`src/sv/aqlp_pkg.sv`:
```
// Package: payload structs, constants and helpers for the pricing block.
package aqlp_pkg;

    localparam int MAX_PRICES = 16;
    localparam int Q_BITS     = 32;
    localparam int IDX_W      = $clog2(MAX_PRICES);
    localparam int QADDR_W    = 1 + 2 * IDX_W;
    localparam int Q_FRAC     = Q_BITS - 8;
    localparam logic [15:0] ONE15 = 16'h8000;
    localparam logic [31:0] EPS_ONE = 32'h8000_0000;

    localparam logic OP_LOAD = 1'b0;
    localparam logic OP_PLAY = 1'b1;

    localparam logic [2:0] REG_LEVELS = 3'd0;
    localparam logic [2:0] REG_ALPHA  = 3'd1;
    localparam logic [2:0] REG_DISC   = 3'd2;
    localparam logic [2:0] REG_DECAY  = 3'd3;
    localparam logic [2:0] REG_FPREV  = 3'd4;
    localparam logic [2:0] REG_FCUR   = 3'd5;
    localparam logic [2:0] REG_SPREV  = 3'd6;
    localparam logic [2:0] REG_SCUR   = 3'd7;

    typedef struct packed {
        logic        opcode;
        logic [3:0]  table_index;
        logic [15:0] price_value;
        logic [15:0] explore_draw;
        logic [3:0]  random_choice;
    } in_item_t;

    typedef struct packed {
        logic        mover;
        logic [3:0]  chosen_index;
        logic [15:0] chosen_price;
        logic        explored;
        logic [15:0] profit_first;
        logic [15:0] profit_second;
    } out_item_t;

    // Controller -> datapath commands
    typedef struct packed {
        logic clr_wr;      // write zero at clear address
        logic load;        // price table load
        logic start;       // latch item, first-play setup
        logic decay;       // decay epsilon once
        logic prep;        // clamp history, pick roles
        logic scan_rd;     // issue Q read of scan row
        logic scan_acc;    // compare returned data
        logic old_rd;      // read old entry
        logic calc1;       // profits into Q
        logic calc2;       // d * profit
        logic calc3;       // colmax * d2
        logic calc4;       // blend
        logic calc5;       // blend shift, write back
        logic choose;      // action and output
        logic scan_clr;    // reset scan pointer
    } ctl_t;

    typedef struct packed {
        logic scan_last;
        logic clr_last;
    } sts_t;

    function automatic logic [15:0] sat15(input logic [15:0] v);
        return (v > ONE15) ? ONE15 : v;
    endfunction

    function automatic logic [15:0] profit_of(input logic [15:0] own, input logic [15:0] rival);
        logic [31:0] m;
        m = 32'(own) * 32'(ONE15 - own);
        if (own < rival) return 16'(m >> 15);
        if (own == rival) return 16'(m >> 16);
        return 16'd0;
    endfunction

endpackage

```
`src/sv/aqlp_ctrl.sv`:
```
// Controller state machine sequencing clear, load and play.
module aqlp_ctrl (
    input  logic              clk,
    input  logic              rst_n,
    input  logic              in_valid,
    input  logic              in_op,
    output logic              in_stall,
    input  logic              out_busy,
    input  logic              first_play,
    output logic              out_load,
    input  aqlp_pkg::sts_t    sts,
    output aqlp_pkg::ctl_t    ctl
);
    typedef enum logic [14:0] {
        S_CLEAR  = 15'b000000000000001,
        S_IDLE   = 15'b000000000000010,
        S_DECAY  = 15'b000000000000100,
        S_PREP   = 15'b000000000001000,
        S_SRD    = 15'b000000000010000,
        S_SWAIT  = 15'b000000000100000,
        S_SACC   = 15'b000000001000000,
        S_ORD    = 15'b000000010000000,
        S_OWAIT  = 15'b000000100000000,
        S_C1     = 15'b000001000000000,
        S_C2     = 15'b000010000000000,
        S_C3     = 15'b000100000000000,
        S_C4     = 15'b001000000000000,
        S_C5     = 15'b010000000000000,
        S_OUT    = 15'b100000000000000
    } state_t;

    state_t state_reg, state_next;
    logic [1:0] dcnt_reg, dcnt_next;
    logic       pass_reg, pass_next;   // second column scan after the write back

    always_ff @(posedge clk or negedge rst_n)
    begin
        if (!rst_n)
        begin
            state_reg <= S_CLEAR;
            dcnt_reg  <= '0;
            pass_reg  <= 1'b0;
        end
        else
        begin
            state_reg <= state_next;
            dcnt_reg  <= dcnt_next;
            pass_reg  <= pass_next;
        end
    end

    assign in_stall = (state_reg != S_IDLE);
    assign out_load = (state_reg == S_OUT) && !out_busy;

    always_comb
    begin
        state_next = state_reg;
        dcnt_next  = dcnt_reg;
        pass_next  = pass_reg;
        ctl        = '0;
        unique case (state_reg)
            S_CLEAR:
            begin
                ctl.clr_wr = 1'b1;
                if (sts.clr_last)
                begin
                    state_next = S_IDLE;
                end
            end
            S_IDLE:
            begin
                if (in_valid)
                begin
                    if (in_op == aqlp_pkg::OP_LOAD)
                    begin
                        ctl.load = 1'b1;
                    end
                    else
                    begin
                        ctl.start = 1'b1;
                        dcnt_next = first_play ? 2'd3 : 2'd0;
                        state_next = first_play ? S_DECAY : S_PREP;
                    end
                end
            end
            S_DECAY:
            begin
                ctl.decay = 1'b1;
                dcnt_next = dcnt_reg - 2'd1;
                if (dcnt_reg == 2'd1)
                begin
                    state_next = S_PREP;
                end
            end
            S_PREP:
            begin
                ctl.prep     = 1'b1;
                ctl.scan_clr = 1'b1;
                pass_next    = 1'b0;
                state_next   = S_SRD;
            end
            S_SRD:
            begin
                ctl.scan_rd = 1'b1;
                state_next  = S_SWAIT;
            end
            S_SWAIT:
            begin
                ctl.scan_rd = 1'b1;
                state_next  = S_SACC;
            end
            S_SACC:
            begin
                ctl.scan_acc = 1'b1;
                if (sts.scan_last)
                begin
                    state_next = pass_reg ? S_OUT : S_ORD;
                end
                else
                begin
                    state_next = S_SRD;
                end
            end
            S_ORD:
            begin
                ctl.old_rd = 1'b1;
                state_next = S_OWAIT;
            end
            S_OWAIT:
            begin
                state_next = S_C1;
            end
            S_C1:
            begin
                ctl.calc1  = 1'b1;
                state_next = S_C2;
            end
            S_C2:
            begin
                ctl.calc2  = 1'b1;
                state_next = S_C3;
            end
            S_C3:
            begin
                ctl.calc3  = 1'b1;
                state_next = S_C4;
            end
            S_C4:
            begin
                ctl.calc4  = 1'b1;
                state_next = S_C5;
            end
            S_C5:
            begin
                ctl.calc5    = 1'b1;
                ctl.scan_clr = 1'b1;
                pass_next    = 1'b1;
                state_next   = S_SRD;
            end
            S_OUT:
            begin
                if (!out_busy)
                begin
                    ctl.choose = 1'b1;
                    state_next = S_IDLE;
                end
            end
            default:
            begin
                state_next = S_CLEAR;
            end
        endcase
    end
endmodule

```
`config.mk`:
```
export PLATFORM = sky130hd
export DESIGN_NAME = aqlp_ctrl
export DESIGN_NICKNAME = d
export VERILOG_FILES = /design/src/sv/aqlp_pkg.sv /design/src/sv/aqlp_ctrl.sv
export SDC_FILE = /design/constraint.sdc
export NUM_CORES = 1
export LEC_CHECK = 0
export BUFFER_PORTS_ARGS = -buffer_cell sky130_fd_sc_hd__buf_2
export CAP_MARGIN = 20
export CELL_PAD_IN_SITES_DETAIL_PLACEMENT = 1
export CELL_PAD_IN_SITES_GLOBAL_PLACEMENT = 1
export CORE_MARGIN = 4
export CORE_UTILIZATION = 40
export DETAILED_ROUTE_END_ITERATION = 6
export HOLD_SLACK_MARGIN = 0.1
export PLACE_DENSITY = 0.83
export SLEW_MARGIN = 20
export SYNTH_ARGS = -nofsm -noshare
export SYNTH_HDL_FRONTEND = slang
export SYNTH_SLANG_ARGS = --single-unit
```
`constraint.sdc`:
```
create_clock -name clk -period 2.3 [get_ports clk]
set_clock_uncertainty 0.2 [all_clocks]
set_input_delay 0.115 -clock clk [delete_from_list [all_inputs] [get_ports clk]]
set_output_delay 0.115 -clock clk [all_outputs]
set_load 0.01 [all_outputs]
```
==> impl_metrics.yaml <==
status:
  status: "finished, violations left"
  violations: "setup timing"
synth:
  yosys-top-cells-count: "dfrtp_1 (17), nor2_1 (13), nand2_1 (9)"
  synth_top_cell_area_share: 0.324
  synth_seq_area_share: 0.343
  ys_async_sr_fraction: 1.00
  synthFlopType: "dfrtp_1"
  yosys.area.top_type: "dfrtp_1"
  synth-seq-cells: 18
  synthCells: 136
  synth_top_cells_by_area: "dfrtp_1 (32%), clkbuf_8 (4.2%), nor2_1 (3.7%), nor3b_1 (3.4%), nor4b_1 (3.3%)"
  avgSynthCellArea_um2: 9.67
  synth-edff-count: 0
  yosysMostFrequentCell: "dfrtp_1"
  synth_area_mm2: 0.00132
  synth_fp_nets: 145
  ys_warn_count: 0
  ys_types: 47
pwr:
  powerDensity_mw_per_mm2: 653
  p_leak_nw: 0.927
  ir_drop_uv: 372
  power_mw: 1.25
cts:
  cts.sinks: 18
  h-tree-depth: 1
  cts_tree: "done"
  cts.path.max_buffers: 2
  cts_buffers: 3
  root_buffer: "clkbuf_4"
  path_clk_slew_ns: 0.12
  clk_latency_ns: 0.31
layout:
  antenna_cells: 0
  layout-drive-gt1-share: 0.482
  area_growth_syn_to_layout_pct: 45.6
  largest_reg_flops: 15
  nets: 205
  utilization: 0.617
drt:
  wl_met1_um: 1950
  wl_met3_um: 215
  drc: 0
  first_pass_iters: 4
  ant_nets: 0
  finalWirelength_um: 5110
  met2_length_um: 2750
  routed.top_layer: "met4"
  first_iter_violations: 48
  wl_per_cell_um: 21.4
  num_vias: 1352
  vias_per_cell: 5.66
global_routing:
  antenna_found_initial: 0
  grt_pass1_vias: 1476
  grt_first_pass_wirelength_um: 7000
  grt_max_degree: 18
  grt_overflow_total: 0
  grt.total_usage: 0.213
setup_path:
  path_buf_inv: 1
  worst_setup_path_start_kind: "flip-flop"
  worstSetupPathType: "flip-flop to output pin"
  cp-end-kind: "output pin"
  cp_max_fo: 3
  cp_cell_sequence: "or4_4, nor3b_4, nand2_2, or3_4, a21oi_2, buf_2"
  rrSetupSlack_ns: 0.05
  critical-path-top-delay-family: "simple AND/OR/NAND/NOR gates"
  slowest_delay_ns: 0.58
  critical_path_arrival_ns: 2.25
  crit_slowest_cell: "or4_4"
  required_ns: 1.99
sta:
  rsz0062_at_grt: "true"
  final_max_slew_viol_count: 0
  fin_crit_ns: 2.57
  final.setup.worst_slack_ns: -0.267
  worst_pin_slew_ns: 0.816
  setup_violations: 15
  relSlewSlack: 0.454
  finalCritPeriodShare: 1.12
  finalHoldViolations: 0
  fmax_mhz: 390
min_path:
  min_path_type: "flip-flop to flip-flop"
floorplan:
  die-area_mm2: 0.00427
  initial_core_util: 0.424
  rows: 20
  core_area_mm2: 0.00310
  die_x_um: 65.3
  io_pins: 25
  dieHeight_um: 65.3
flow_run:
  maxCapViolations: 0
placed_design:
  io_buffers: 24
  gp_congestion: 0.804
  dpl.hpwl_um: 2650
-- cells by family (layout without fill, tap and decap cells) --
group / Yosys count / in the layout / synth area share
buffers and inverters: 18 / 77 / 0.134
xor gates and xnor gates: 5 / 5 / 0.0333
and+or+nand+nor: 71 / 71 / 0.354
AOI/OAI and AO/OA: 21 / 21 / 0.110
muxes: 2 / 2 / 0.0152
DFF: 18 / 18 / 0.343
adders and majority gates: 1 / 1 / 0.00951
-- metrics by stage --
step	hold slack, ns	setup slack, ns	TNS, ns	std cells	cell area (um^2)
floorplan	-0.381	0.130	0	136	1320
global placement	-0.131	0.116	0	207	1450
detailed placement	-0.118	0.0912	0	207	1450
CTS	0.242	-0.195	-0.902	233	1750
global route	0.280	-0.311	-2.56	239	1910
finish	0.254	-0.267	-1.52	239	1910
-- area by class of cell --
type / instances / area [um^2]
Fill cell: 371 / 1190
Sequential cell: 18 / 452
Tap cell: 44 / 55.1
Multi-Input combinational cell: 100 / 833
Inverter: 6 / 23.8
Timing Repair Buffer: 67 / 514
Clock buffer: 4 / 36.3
-- worst register-to-register path, delay by kind of cell (launching register included) --
family          cells  cell delay [ns]
buf+inv             3             0.47
compound gates      1             0.06
mux                 1             0.15
flops               1             0.43
simple gates        3             0.85
-- metal layers --
| layer | global-route usage | up-vias |
|---|---|---|
| met1 | 0.229 | 683 |
| met4 | 0.0777 | 0 |
| li1 | - | 607 |
| met2 | 0.415 | 44 |
| met5 | 0 | - |
| met3 | 0.0325 | 18 |
-- report_power, final --
group	leakage, nW	internal (mW)	switching [mW]	total [mW]
sequential	0.240	0.361	0.0508	0.411
clock	0.0210	0.0967	0.116	0.212
combinational	0.665	0.319	0.308	0.627
-- layout by cell type (no fill, tap or decap), types with 5 or more instances in the layout --
cell type / instances
nand2_1: 7
or3_4: 5
nor4_4: 5
a21oi_1: 5
nor4b_1: 5
dfrtp_1: 17
buf_4: 29
buf_6: 9
buf_2: 19
dlygate4sd3_1: 10
nor2_1: 10
-- final timing paths --
check,start,endpoint,cells past startpoint
min in group asynchronous,rst_n,state_reg[0],3
worst max register to register,state_reg[9],dcnt_reg[1],8
max in group asynchronous,rst_n,state_reg[14],3
worst min-delay path,pass_reg,state_reg[7],1
worst max-delay path,state_reg[9],ctl[9],6
worst min register to register,pass_reg,state_reg[7],1
-- timing repair --
item,in CTS,in global routing
hold endpoints to repair,27,0
buffers inserted,12,10
pin swaps,10,11
hold buffers,10,0
gates resized for setup,15,25
setup endpoints to repair,11,15
Note: power is estimated with default switching activity, not from simulation.
